$ cat src/sv/rdc_pkg.sv
`timescale 1ns / 1ps
// ----------------------------------------------------------------------------
// rdc_pkg
// Shared types, constants and helpers for the radix digit converter.
// ----------------------------------------------------------------------------
package rdc_pkg;

    localparam int VALUE_W    = 32;
    localparam int RADIX_W    = 6;
    localparam int DIGIT_W    = 6;
    localparam int CHAR_W     = 7;
    localparam int DIV_BITS   = 8;
    localparam int DIV_STEPS  = VALUE_W / DIV_BITS;
    localparam int STEP_W     = $clog2(DIV_STEPS);

    localparam logic [RADIX_W-1:0] RADIX_MIN   = 6'd2;
    localparam logic [RADIX_W-1:0] RADIX_MAX   = 6'd36;
    localparam logic [RADIX_W-1:0] RADIX_RESET = 6'd10;

    localparam logic [STEP_W-1:0] STEP_LAST = STEP_W'(DIV_STEPS - 1);

    localparam logic [DIGIT_W-1:0] DIGIT_TEN  = 6'd10;
    localparam logic [CHAR_W-1:0]  CHAR_ZERO  = 7'd48;
    localparam logic [CHAR_W-1:0]  CHAR_A_OFS = 7'd55;

    typedef enum logic [2:0] {
        ST_IDLE,
        ST_DIVIDE,
        ST_PUSH,
        ST_READ,
        ST_LOAD
    } state_t;

    typedef struct packed {
        logic load;
        logic div_step;
        logic push;
        logic pop_read;
        logic out_load;
    } cmd_t;

    typedef struct packed {
        logic quot_zero;
        logic level_zero;
        logic out_free;
    } status_t;

    function automatic logic [CHAR_W-1:0] digit_to_ascii(input logic [DIGIT_W-1:0] d);
        logic [CHAR_W-1:0] ext;
        ext = {1'b0, d};
        if (d < DIGIT_TEN)
            return ext + CHAR_ZERO;
        else
            return ext + CHAR_A_OFS;
    endfunction

endpackage

$ cat src/sv/rdc_ram.sv
`timescale 1ns / 1ps
// ----------------------------------------------------------------------------
// rdc_ram
// Generic single-write, single-read RAM with a registered read port.
// ----------------------------------------------------------------------------
module rdc_ram #(
    parameter int WIDTH = 6,
    parameter int DEPTH = 32
) (
    input  logic                                          clk,
    input  logic                                          we,
    input  logic [((DEPTH > 1) ? $clog2(DEPTH) : 1)-1:0]  waddr,
    input  logic [WIDTH-1:0]                              wdata,
    input  logic                                          re,
    input  logic [((DEPTH > 1) ? $clog2(DEPTH) : 1)-1:0]  raddr,
    output logic [WIDTH-1:0]                              rdata
);

    logic [WIDTH-1:0] mem [DEPTH];
    logic [WIDTH-1:0] rdata_reg;

    always_ff @(posedge clk)
    begin
        if (we)
        begin
            mem[waddr] <= wdata;
        end
        if (re)
        begin
            rdata_reg <= mem[raddr];
        end
    end

    assign rdata = rdata_reg;

endmodule

$ cat src/sv/rdc_datapath.sv
`timescale 1ns / 1ps
// ----------------------------------------------------------------------------
// rdc_datapath
// Radix register, long-division unit (8 quotient bits a cycle), digit
// stack and output register.
// ----------------------------------------------------------------------------
module rdc_datapath #(
    parameter int STACK_DEPTH = 32
) (
    input  logic                                  clk,
    input  logic                                  rst_n,
    input  logic                                  cfg_we,
    input  logic [rdc_pkg::RADIX_W-1:0]           cfg_wdata,
    input  logic [rdc_pkg::VALUE_W-1:0]           value,
    input  logic                                  out_stall,
    input  rdc_pkg::cmd_t                         cmd,
    output rdc_pkg::status_t                      status,
    output logic                                  out_valid,
    output logic [rdc_pkg::CHAR_W-1:0]            digit_char,
    output logic                                  last_digit
);

    localparam int AW = (STACK_DEPTH > 1) ? $clog2(STACK_DEPTH) : 1;
    localparam int LW = $clog2(STACK_DEPTH + 1);
    localparam logic [LW-1:0] LEVEL_FULL = LW'(STACK_DEPTH);

    logic [rdc_pkg::RADIX_W-1:0]  radix_reg, radix_next;
    logic [rdc_pkg::VALUE_W-1:0]  work_reg, work_next;
    logic [rdc_pkg::DIGIT_W-1:0]  rem_reg, rem_next;
    logic [LW-1:0]                level_reg, level_next;
    logic                         out_valid_reg, out_valid_next;
    logic [rdc_pkg::CHAR_W-1:0]   char_reg, char_next;
    logic                         last_reg, last_next;

    logic [rdc_pkg::VALUE_W-1:0]  div_work;
    logic [rdc_pkg::DIGIT_W-1:0]  div_rem;
    logic                         push_ok;
    logic [LW-1:0]                level_dec;
    logic [rdc_pkg::DIGIT_W-1:0]  rd_digit;

    // Eight restoring-division steps: shift dividend bits into the remainder,
    // shift quotient bits into the vacated low end of the work word.
    always_comb
    begin
        logic [rdc_pkg::DIGIT_W:0]   t;
        logic [rdc_pkg::VALUE_W-1:0] w;
        logic [rdc_pkg::DIGIT_W-1:0] r;
        w = work_reg;
        r = rem_reg;
        for (int i = 0; i < rdc_pkg::DIV_BITS; i++)
        begin
            t = {r, w[rdc_pkg::VALUE_W-1]};
            w = {w[rdc_pkg::VALUE_W-2:0], 1'b0};
            if (t >= {1'b0, radix_reg})
            begin
                t    = t - {1'b0, radix_reg};
                w[0] = 1'b1;
            end
            r = t[rdc_pkg::DIGIT_W-1:0];
        end
        div_work = w;
        div_rem  = r;
    end

    assign push_ok   = level_reg < LEVEL_FULL;
    assign level_dec = level_reg - LW'(1);

    always_comb
    begin
        radix_next     = radix_reg;
        work_next      = work_reg;
        rem_next       = rem_reg;
        level_next     = level_reg;
        out_valid_next = out_valid_reg;
        char_next      = char_reg;
        last_next      = last_reg;

        // ignore out-of-range radix writes
        if (cfg_we && cfg_wdata >= rdc_pkg::RADIX_MIN && cfg_wdata <= rdc_pkg::RADIX_MAX)
        begin
            radix_next = cfg_wdata;
        end

        if (cmd.load)
        begin
            work_next = value;
            rem_next  = '0;
        end
        if (cmd.div_step)
        begin
            work_next = div_work;
            rem_next  = div_rem;
        end
        if (cmd.push)
        begin
            rem_next = '0;
            if (push_ok)
            begin
                level_next = level_reg + LW'(1);
            end
        end
        if (cmd.pop_read)
        begin
            level_next = level_dec;
        end

        if (out_valid_reg && !out_stall)
        begin
            out_valid_next = 1'b0;
        end
        if (cmd.out_load)
        begin
            out_valid_next = 1'b1;
            char_next      = rdc_pkg::digit_to_ascii(rd_digit);
            last_next      = (level_reg == '0);
        end
    end

    always_ff @(posedge clk or negedge rst_n)
    begin
        if (!rst_n)
        begin
            radix_reg     <= rdc_pkg::RADIX_RESET;
            level_reg     <= '0;
            out_valid_reg <= 1'b0;
        end
        else
        begin
            radix_reg     <= radix_next;
            level_reg     <= level_next;
            out_valid_reg <= out_valid_next;
        end
    end

    always_ff @(posedge clk)
    begin
        work_reg <= work_next;
        rem_reg  <= rem_next;
        char_reg <= char_next;
        last_reg <= last_next;
    end

    rdc_ram #(
        .WIDTH (rdc_pkg::DIGIT_W),
        .DEPTH (STACK_DEPTH)
    ) u_stack (
        .clk   (clk),
        .we    (cmd.push && push_ok),
        .waddr (level_reg[AW-1:0]),
        .wdata (rem_reg),
        .re    (cmd.pop_read),
        .raddr (level_dec[AW-1:0]),
        .rdata (rd_digit)
    );

    assign status.quot_zero  = (work_reg == '0);
    assign status.level_zero = (level_reg == '0);
    assign status.out_free   = !out_valid_reg || !out_stall;

    assign out_valid  = out_valid_reg;
    assign digit_char = char_reg;
    assign last_digit = last_reg;

endmodule

$ cat src/sv/rdc_ctrl.sv
`timescale 1ns / 1ps
// ----------------------------------------------------------------------------
// rdc_ctrl
// Sequencer: divide steps per digit, push, then pop and emit digits.
// ----------------------------------------------------------------------------
module rdc_ctrl (
    input  logic               clk,
    input  logic               rst_n,
    input  logic               in_valid,
    output logic               in_stall,
    input  rdc_pkg::status_t   status,
    output rdc_pkg::cmd_t      cmd
);

    rdc_pkg::state_t              state_reg, state_next;
    logic [rdc_pkg::STEP_W-1:0]   step_reg, step_next;

    always_comb
    begin
        state_next = state_reg;
        step_next  = step_reg;
        unique case (state_reg)
            rdc_pkg::ST_IDLE:
            begin
                step_next = '0;
                if (in_valid)
                begin
                    state_next = rdc_pkg::ST_DIVIDE;
                end
            end
            rdc_pkg::ST_DIVIDE:
            begin
                step_next = step_reg + rdc_pkg::STEP_W'(1);
                if (step_reg == rdc_pkg::STEP_LAST)
                begin
                    state_next = rdc_pkg::ST_PUSH;
                end
            end
            rdc_pkg::ST_PUSH:
            begin
                step_next = '0;
                if (status.quot_zero)
                    state_next = rdc_pkg::ST_READ;
                else
                    state_next = rdc_pkg::ST_DIVIDE;
            end
            rdc_pkg::ST_READ:
            begin
                state_next = rdc_pkg::ST_LOAD;
            end
            rdc_pkg::ST_LOAD:
            begin
                // hold the read digit until the output register frees up
                if (status.out_free)
                begin
                    if (status.level_zero)
                        state_next = rdc_pkg::ST_IDLE;
                    else
                        state_next = rdc_pkg::ST_READ;
                end
            end
            default:
            begin
                state_next = rdc_pkg::ST_IDLE;
            end
        endcase
    end

    always_comb
    begin
        cmd      = '0;
        in_stall = 1'b1;
        unique case (state_reg)
            rdc_pkg::ST_IDLE:
            begin
                in_stall = 1'b0;
                cmd.load = in_valid;
            end
            rdc_pkg::ST_DIVIDE:
            begin
                cmd.div_step = 1'b1;
            end
            rdc_pkg::ST_PUSH:
            begin
                cmd.push = 1'b1;
            end
            rdc_pkg::ST_READ:
            begin
                cmd.pop_read = 1'b1;
            end
            rdc_pkg::ST_LOAD:
            begin
                cmd.out_load = status.out_free;
            end
            default:
            begin
                cmd = '0;
            end
        endcase
    end

    always_ff @(posedge clk or negedge rst_n)
    begin
        if (!rst_n)
        begin
            state_reg <= rdc_pkg::ST_IDLE;
            step_reg  <= '0;
        end
        else
        begin
            state_reg <= state_next;
            step_reg  <= step_next;
        end
    end

endmodule

$ cat src/sv/radix_digit_converter.sv
`timescale 1ns / 1ps
// ----------------------------------------------------------------------------
// radix_digit_converter
// Converts a 32-bit unsigned value to ASCII digits in a programmable radix.
// ----------------------------------------------------------------------------
// Usage:
//   Input channel (in_valid / in_stall, value): one request per number.
//   Output channel (out_valid / out_stall, digit_char, last_digit): one
//   request per digit, most significant first, last_digit set on the final
//   digit. Zero gives the single digit '0'.
//   cfg_we / cfg_wdata write the radix (2..36); other values are ignored.
//   Write it only while no conversion is in flight.
// Operation:
//   Each digit takes four 8-bit steps of the shared restoring divider plus a
//   stack push; the digits are then read from the stack RAM and loaded into
//   the output register one by one. One number is in work at a time.
//   A new number is taken as soon as the last digit sits in the output
//   register, even while that digit still waits.
// Reset:
//   The radix returns to 10, the stack empties and no digit is valid.
// Stall:
//   A stalled digit holds in the output register; the sequencer waits.
// ----------------------------------------------------------------------------
module radix_digit_converter #(
    parameter int STACK_DEPTH = 32
) (
    input  logic                          clk,
    input  logic                          rst_n,
    input  logic                          cfg_we,
    input  logic [rdc_pkg::RADIX_W-1:0]   cfg_wdata,
    input  logic                          in_valid,
    output logic                          in_stall,
    input  logic [rdc_pkg::VALUE_W-1:0]   value,
    output logic                          out_valid,
    input  logic                          out_stall,
    output logic [rdc_pkg::CHAR_W-1:0]    digit_char,
    output logic                          last_digit
);

    rdc_pkg::cmd_t    cmd;
    rdc_pkg::status_t status;

    rdc_ctrl u_ctrl (
        .clk      (clk),
        .rst_n    (rst_n),
        .in_valid (in_valid),
        .in_stall (in_stall),
        .status   (status),
        .cmd      (cmd)
    );

    rdc_datapath #(
        .STACK_DEPTH (STACK_DEPTH)
    ) u_datapath (
        .clk        (clk),
        .rst_n      (rst_n),
        .cfg_we     (cfg_we),
        .cfg_wdata  (cfg_wdata),
        .value      (value),
        .out_stall  (out_stall),
        .cmd        (cmd),
        .status     (status),
        .out_valid  (out_valid),
        .digit_char (digit_char),
        .last_digit (last_digit)
    );

endmodule

$ cat config.mk
export PLATFORM = sky130hd
export DESIGN_NAME = radix_digit_converter
export DESIGN_NICKNAME = d
export VERILOG_FILES = /design/src/sv/rdc_pkg.sv /design/src/sv/rdc_ram.sv /design/src/sv/rdc_datapath.sv /design/src/sv/rdc_ctrl.sv /design/src/sv/radix_digit_converter.sv
export SDC_FILE = /design/constraint.sdc
export NUM_CORES = 1
export LEC_CHECK = 0
export BUFFER_PORTS_ARGS = -buffer_cell sky130_fd_sc_hd__buf_2
export CAP_MARGIN = 20
export CELL_PAD_IN_SITES_DETAIL_PLACEMENT = 1
export CELL_PAD_IN_SITES_GLOBAL_PLACEMENT = 2
export CORE_ASPECT_RATIO = 0.6
export CORE_MARGIN = 4
export CORE_UTILIZATION = 40
export CTS_BUF_LIST = sky130_fd_sc_hd__clkbuf_16
export DETAILED_ROUTE_END_ITERATION = 16
export GPL_ROUTABILITY_DRIVEN = 0
export PLACE_DENSITY_LB_ADDON = 0.1
export SLEW_MARGIN = 20
export SYNTH_ARGS = -nofsm -noshare
export SYNTH_HDL_FRONTEND = slang
export SYNTH_SLANG_ARGS = --single-unit
$ cat constraint.sdc
create_clock -name clk -period 16.3 [get_ports clk]
set_input_delay 0 -clock clk [delete_from_list [all_inputs] [get_ports clk]]
set_output_delay 0 -clock clk [all_outputs]
set_load 0.01 [all_outputs]
### After elaboration in Yosys (flattened, before gate mapping)

Memories as Yosys holds them, arrays and structs flattened. A register that Yosys moved wholly into a read port is not among the register bits.
Index checks and enable logic that the tools add are counted.

| operators by class | value |
|---|---|
| $add $sub $neg | 13 |
| order comparisons | 12 |
| equality and inequality tests | 8 |
| multiplexer cells | 41 |
| reduce and logical (&&, ||, !) cells | 18 |

Operator list:

| cell | count |
|---|---|
| 6-bit two-way mux | 13 |
| 32-bit two-way mux | 2 |
| 7-bit by 6-bit greater-or-equal comparator with 1-bit output | 8 |
| 6-bit subtractor | 8 |
| 32-bit logical NOT | 1 |
| 1-bit two-way mux | 18 |
| 3-bit case mux with 5 select lines | 1 |
| 6-bit by 6-bit adder with 7-bit output (second input constant) | 2 |
| 2-bit nonzero test | 5 |
| 3-bit two-way mux | 3 |
| 7-bit two-way mux | 1 |
| 6-bit by 1-bit adder with 6-bit output (second input constant) | 1 |
| 3-bit by 2-bit == test with 1-bit output (second input constant) | 2 |
| 6-bit by 2-bit greater-or-equal comparator with 1-bit output (second input constant) | 1 |
| 6-bit <= comparator (second input constant) | 1 |
| 6-bit logical NOT | 1 |
| 6-bit by 4-bit < comparator with 1-bit output (second input constant) | 1 |
| 6-bit < comparator (second input constant) | 1 |
| 6-bit by 1-bit subtractor with 6-bit output (second input constant) | 1 |
| 1-bit logical AND | 4 |
| 2-bit two-way mux | 2 |
| 2-bit by 1-bit inequality test with 1-bit output (second input constant) | 2 |
| 2-bit case mux with 2 select lines | 1 |
| 3-bit by 1-bit == test with 1-bit output (second input constant) | 1 |
| other kinds (10) | 11 |

| word-level totals | value |
|---|---|
| bits in registers | 64 |
| memory bits (writable) | 192 |
| output and inout port bits | 10 |
| logic and storage cells | 102 |
| memories kept | 1 |

Memories:

| name | words | width | rd ports | clocked after Yosys merged registers in | write ports | RTL line | source |
|---|---|---|---|---|---|---|---|
| u_datapath.u_stack.mem | 32 | 6 | 1 | 1 | 1 | rdc_ram.sv:19 | `logic [WIDTH-1:0] mem [DEPTH];` |

### Depth between registers and ports, before layout

| depth | value |
|---|---|
| word-level depth | 17 |
| depth in mapped cells | 81 |

### Modules after synthesis

A second synthesis with hierarchy kept.

| unflattened totals | value |
|---|---|
| cells, all modules | 898 |
| area, all modules | 13,332.8 µm² |

By module, submodules not included:

| module | times used | cells an instance | area each (µm²) | seq. area each (µm²) |
|---|---|---|---|---|
| rdc_ram | 1 | 323 | 7,649.8 | 5,945.7 |
| rdc_datapath | 1 | 545 | 5,353.9 | 1,649.1 |
| rdc_ctrl | 1 | 30 | 329.1 | 125.1 |

### Worst setup path after synthesis

No wires, ideal clock.

| path | value |
|---|---|
| kind | register to register |
| from | register u_datapath.radix_reg[1] in the netlist's numbering |
| to | register u_datapath.rem_reg[2] in the netlist's numbering |
| library setup time | 116 ps |
| arrival | 15,156 ps |
| path slack | 1,029 ps |
| cell stages (with the launch flop) | 79 |
| path through | dfstp_2 inv_1 ha_1 nand2_1 o21ai_1 a21o_1 clkbuf_1 mux2i_1 inv_1 ha_1 o21a_1 o31a_1 o31a_1 a2111o_1 buf_2 o21ai_0 inv_1 ha_1 (+43 left out) a21oi_1 or2_1 o311ai_2 and2_1 buf_4 mux2i_1 ha_1 nor2b_1 o21ai_0 nand2b_1 a21oi_1 o21bai_1 o21bai_1 a21oi_1 and3_1 a22oi_1 a32o_1 a31o_1 |

| between the ends | value |
|---|---|
| longest elaborated chain between the ends | 17 |

RTL lines:

| what | RTL line | source |
|---|---|---|
| start: declaration | rdc_datapath.sv:27 | `logic [rdc_pkg::RADIX_W-1:0] radix_reg, radix_next;` |
| start signal: assignment | rdc_datapath.sv:123 | `radix_reg <= rdc_pkg::RADIX_RESET;` |
| start signal: assignment | rdc_datapath.sv:129 | `radix_reg <= radix_next;` |
| 6-bit subtractor or 7-bit by 6-bit greater-or-equal comparator with 1-bit output (tied branches) | rdc_datapath.sv:56, rdc_datapath.sv:54 |  |
| 6-bit two-way mux | rdc_datapath.sv:54 | `if (t >= {1'b0, radix_reg})` |
| 6-bit subtractor or 7-bit by 6-bit greater-or-equal comparator with 1-bit output (tied branches) | rdc_datapath.sv:56, rdc_datapath.sv:54 |  |
| 6-bit two-way mux | rdc_datapath.sv:54 |  |
| 6-bit subtractor or 7-bit by 6-bit greater-or-equal comparator with 1-bit output (tied branches) | rdc_datapath.sv:56, rdc_datapath.sv:54 |  |
| 6-bit two-way mux | rdc_datapath.sv:54 |  |
| 6-bit subtractor or 7-bit by 6-bit greater-or-equal comparator with 1-bit output (tied branches) | rdc_datapath.sv:56, rdc_datapath.sv:54 |  |
| 6-bit two-way mux | rdc_datapath.sv:54 |  |
| 6-bit subtractor or 7-bit by 6-bit greater-or-equal comparator with 1-bit output (tied branches) | rdc_datapath.sv:56, rdc_datapath.sv:54 |  |
| 6-bit two-way mux | rdc_datapath.sv:54 |  |
| 7-bit by 6-bit greater-or-equal comparator with 1-bit output or 6-bit subtractor (tied branches) | rdc_datapath.sv:54, rdc_datapath.sv:56 |  |
| 6-bit two-way mux | rdc_datapath.sv:54 |  |
| 6-bit subtractor or 7-bit by 6-bit greater-or-equal comparator with 1-bit output (tied branches) | rdc_datapath.sv:56, rdc_datapath.sv:54 |  |
| 6-bit two-way mux | rdc_datapath.sv:54 |  |
| 6-bit subtractor or 7-bit by 6-bit greater-or-equal comparator with 1-bit output (tied branches) | rdc_datapath.sv:56, rdc_datapath.sv:54 |  |
| 6-bit two-way mux * | rdc_datapath.sv:54 |  |
| 6-bit two-way mux * | rdc_datapath.sv:89 | `if (cmd.div_step)` |
| end signal: assignment | rdc_datapath.sv:138 | `rem_reg <= rem_next;` |
| end: declaration | rdc_datapath.sv:29 | `logic [rdc_pkg::DIGIT_W-1:0] rem_reg, rem_next;` |

Mark *: on every way between the ends. The rest lies on a longest branch, timed or not.
A chain may end at the register's enable or synchronous reset.

### Worst setup path in the final report

| path | value |
|---|---|
| from | register u_datapath.radix_reg[3] in the netlist's numbering |
| to | register u_datapath.rem_reg[2] in the netlist's numbering |

| between the ends | value |
|---|---|
| longest elaborated chain between the ends | 17 |

RTL lines:

| what | RTL line |
|---|---|
| 6-bit subtractor or 7-bit by 6-bit greater-or-equal comparator with 1-bit output (tied branches) | rdc_datapath.sv:56, rdc_datapath.sv:54 |
| 6-bit two-way mux | rdc_datapath.sv:54 |
| 6-bit subtractor or 7-bit by 6-bit greater-or-equal comparator with 1-bit output (tied branches) | rdc_datapath.sv:56, rdc_datapath.sv:54 |
| 6-bit two-way mux | rdc_datapath.sv:54 |
| 6-bit subtractor or 7-bit by 6-bit greater-or-equal comparator with 1-bit output (tied branches) | rdc_datapath.sv:56, rdc_datapath.sv:54 |
| 6-bit two-way mux | rdc_datapath.sv:54 |
| 7-bit by 6-bit greater-or-equal comparator with 1-bit output or 6-bit subtractor (tied branches) | rdc_datapath.sv:54, rdc_datapath.sv:56 |
| 6-bit two-way mux | rdc_datapath.sv:54 |
| 6-bit subtractor or 7-bit by 6-bit greater-or-equal comparator with 1-bit output (tied branches) | rdc_datapath.sv:56, rdc_datapath.sv:54 |
| 6-bit two-way mux | rdc_datapath.sv:54 |
| 6-bit subtractor or 7-bit by 6-bit greater-or-equal comparator with 1-bit output (tied branches) | rdc_datapath.sv:56, rdc_datapath.sv:54 |
| 6-bit two-way mux | rdc_datapath.sv:54 |
| 7-bit by 6-bit greater-or-equal comparator with 1-bit output or 6-bit subtractor (tied branches) | rdc_datapath.sv:54, rdc_datapath.sv:56 |
| 6-bit two-way mux | rdc_datapath.sv:54 |
| 6-bit subtractor or 7-bit by 6-bit greater-or-equal comparator with 1-bit output (tied branches) | rdc_datapath.sv:56, rdc_datapath.sv:54 |
| 6-bit two-way mux * | rdc_datapath.sv:54 |
| 6-bit two-way mux * | rdc_datapath.sv:89 |

Marks and branches as above.

==> flow_summary.toml <==
[placement]
pre_cts_ws_ns = -0.04059
buffer_ports.inserted = 52
dpl.hpwl_um = 25870
standard_cell_area_after_detailed_placement_um2 = 14270

[synthesis]
synth_largest_type_area_fraction_pct = 53.42
yosysUniqueCellTypes = 73
synthCells = 992
synth-main-ff-cell = "sky130_fd_sc_hd__edfxtp_1"
syn-cell-area_um2 = 13380
synth_top_area_cell = "sky130_fd_sc_hd__edfxtp_1"
synth.ff_latch_count = 262
leading_post_synthesis_cells_by_cell_area = "sky130_fd_sc_hd__edfxtp_1, sky130_fd_sc_hd__mux4_2, sky130_fd_sc_hd__ha_1"
proportion_of_synthesized_chip_area_in_sequential_cells_pct = 57.70
number_of_enable_type_register_cells_in_the_synthesized_netlist = 238
synthArstFlopShare_pct = 6.870
syn_nets = 1099
yosys_warnings = 0
post_synth.cell_area_avg_um2 = 13.49

[cts]
cts_htree_levels = 1
cts_inserted_buffers = 26
clk_pin_slew_worst_paths_ns = 0.06
cts.sink_count = 262
tritoncts_clock_tree = "done"
max-clock-path-buffers = 3
cts.root.buffer_cell = "sky130_fd_sc_hd__clkbuf_16"
clock_insertion_delay_worst_skew_ns = 0.54

[detailed_routing]
drt_drc_violations_left = 0
drt_iter0_drc = 699
totalWireLength_um = 37460
drt-vias-per-instance = 5.505
drt_pass1_iterations = 5
antenna_violating_nets_post_route = 0
routedWlPerCell_um = 23.51
dr_total_vias = 8770

[job]
cap_viol_max_count = 0

[sta]
fin_crit_ns = 15.21
post_route_clock_period_utilization_pct = 93.28
achievable-frequency_mhz = 65.77
slew-limit-headroom_pct = 36.10
postLayoutSetupSlackWorst_ns = 1.095
setup_violations_final = 0
slew_viol_final = 0
finClkSkew_ns = 0.01853
timing_hold_violations_final = 0
actual_slew_at_the_worst_max_slew_pin_ns = 0.9553
setup-tns-final_ns = 0

[critical_path]
cp_slowest_stage_delay_ns = 0.52
cpMostUsedCell = "sky130_fd_sc_hd__ha_1"
startpoint_type = "register"
timing.setup.critical_path_class = "register to register"
crit_required_ns = 16.72
critical_path.slowest_cell = "sky130_fd_sc_hd__dfstp_2"
critical_path_peak_fanout = 6
worstPathArrival_ns = 15.62
cp-end-kind = "register"
reg2reg_slack_ns = 1.09
critical_path.top_delay_family = "compound AO/OA/AOI/OAI gates"
critical_path.n_buffers_inverters = 6

[layout]
max_reg_flops = 192
design_area_um2 = 15800
multi_input_comb_area_um2 = 5480
layout_cells_sized_above_1_pct = 20.91
syn2layout_area_growth_pct = 18.12
final_cell_mix = "sky130_fd_sc_hd__edfxtp_1, sky130_fd_sc_hd__nand2_1, sky130_fd_sc_hd__nor2_1"
filler_cell_count = 3356
n_antenna_cell = 0
final-seq-area_um2 = 7724
layout_commonest_cell = "sky130_fd_sc_hd__edfxtp_1"
finish.net_count = 1233

[floorplan]
num_rows = 51
core_um2 = 32670
die_area_um2 = 36530
die_height_um = 149.7
chipWidth_um = 244.1
start_util_pct = 40.95
boundaryPins = 53

[min_path]
worst_hold_path_type = "input pin to register"

[grt]
grt_first_pass_wirelength_um = 56340
grt_start_max_net_pins = 43
overflow = 0
number_of_antenna_violations_at_the_first_check_in_global_routing = 2
groute.usage.overall_pct = 20.55
first_global_vias = 8826

[run_status]
outcome = "complete, no violations"
timing repair:
| action | in CTS | in global routing |
|---|---|---|
| gates resized for setup | 1 | 32 |
| hold endpoints to repair | 67 | 0 |
| hold buffers | 50 | 0 |
| endpoints found under the setup margin | 5 | 7 |
| buffers inserted | 0 | 13 |
| pin swaps | 0 | 6 |
| cloned | 0 | 0 |
per-layer routing:
| layer | vias to the layer above | global-route usage, % | wire length [um] |
|---|---|---|---|
| met5 | - | 0 | 0 |
| met4 | 0 | 2.580 | 360 |
| met3 | 33 | 4.567 | 2549 |
| met2 | 215 | 27.30 | 14370 |
| met1 | 4481 | 34.56 | 20180 |
| li1 | 4041 | - | - |
path summary, 6_finish.rpt:
kind,startpoint,end,cells after the start
setup / recovery,u_datapath.radix_reg[3]$_DFFE_PN1P_,u_datapath.rem_reg[2]$_SDFFE_PP0P_,72
hold / removal,cfg_wdata[5],u_datapath.radix_reg[3]$_DFFE_PN1P_,3
setup reg to reg,u_datapath.radix_reg[3]$_DFFE_PN1P_,u_datapath.rem_reg[2]$_SDFFE_PP0P_,72
hold reg to reg,u_ctrl.step_reg[1]$_DFFE_PN0P_,u_ctrl.step_reg[1]$_DFFE_PN0P_,2
max in group asynchronous,rst_n,u_datapath.level_reg[0]$_DFFE_PN0P_,3
min in group asynchronous,rst_n,u_datapath.radix_reg[1]$_DFFE_PN1P_,2
worst register-to-register path: cells and delay by family (launching register included):
| family | cells | cell delay, ns |
|---|---|---|
| and+or+nand+nor | 16 | 2.82 |
| DFF | 1 | 0.52 |
| buffers and inverters | 6 | 0.41 |
| adders and majority gates | 8 | 2.15 |
| AOI/OAI and AO/OA | 36 | 7.18 |
| muxes | 6 | 2.03 |
synth_stat cells, drive strengths merged (6+ instances only):
library cell and instances:
o21ai 45, clkbuf 23, xor2 10, a21oi 43, nand2b 10, o21a 10, fa 8, nand4 6
buf 11, nor3 15, xnor2 24, nor4 7, nor2b 11, nand3 6, mux2 22, inv 47
ha 56, mux4 60, mux2i 17, dfxtp 6, a21o 11, nor2 63, dfrtp 16, nand2 136
edfxtp 238
cell type report:
type,instances,share of cell area [%]
Sequential cell,262,48.87
Multi-Input combinational cell,648,34.68
Timing Repair Buffer,140,6.619
Clock buffer,27,4.275
Tap cell,450,3.563
Inverter,48,1.140
Clock inverter,18,0.8550
kinds of logic after synthesis:
family                     synth area share, %
muxes                                    13.43
buffers and inverters                    2.375
xor gates and xnor gates                 2.226
and+or+nand+nor                          9.324
AOI/OAI and AO/OA                        8.510
DFF                                      57.70
adders and majority gates                6.434
metrics by stage:
stage	std cells	utilization [%]	hold WS, ns
after CTS	1580	47.71	0.005425
after floorplan	992	-	-0.2956
after global placement	1485	43.68	-0.003602
after detailed placement	1485	43.68	-0.006973
final	1593	48.37	0.02801
after global routing	1593	48.37	0.05435
Power is left out: the tool's default activity adds up to more than one toggle a clock period on the data nets, which glitch-free logic cannot reach.
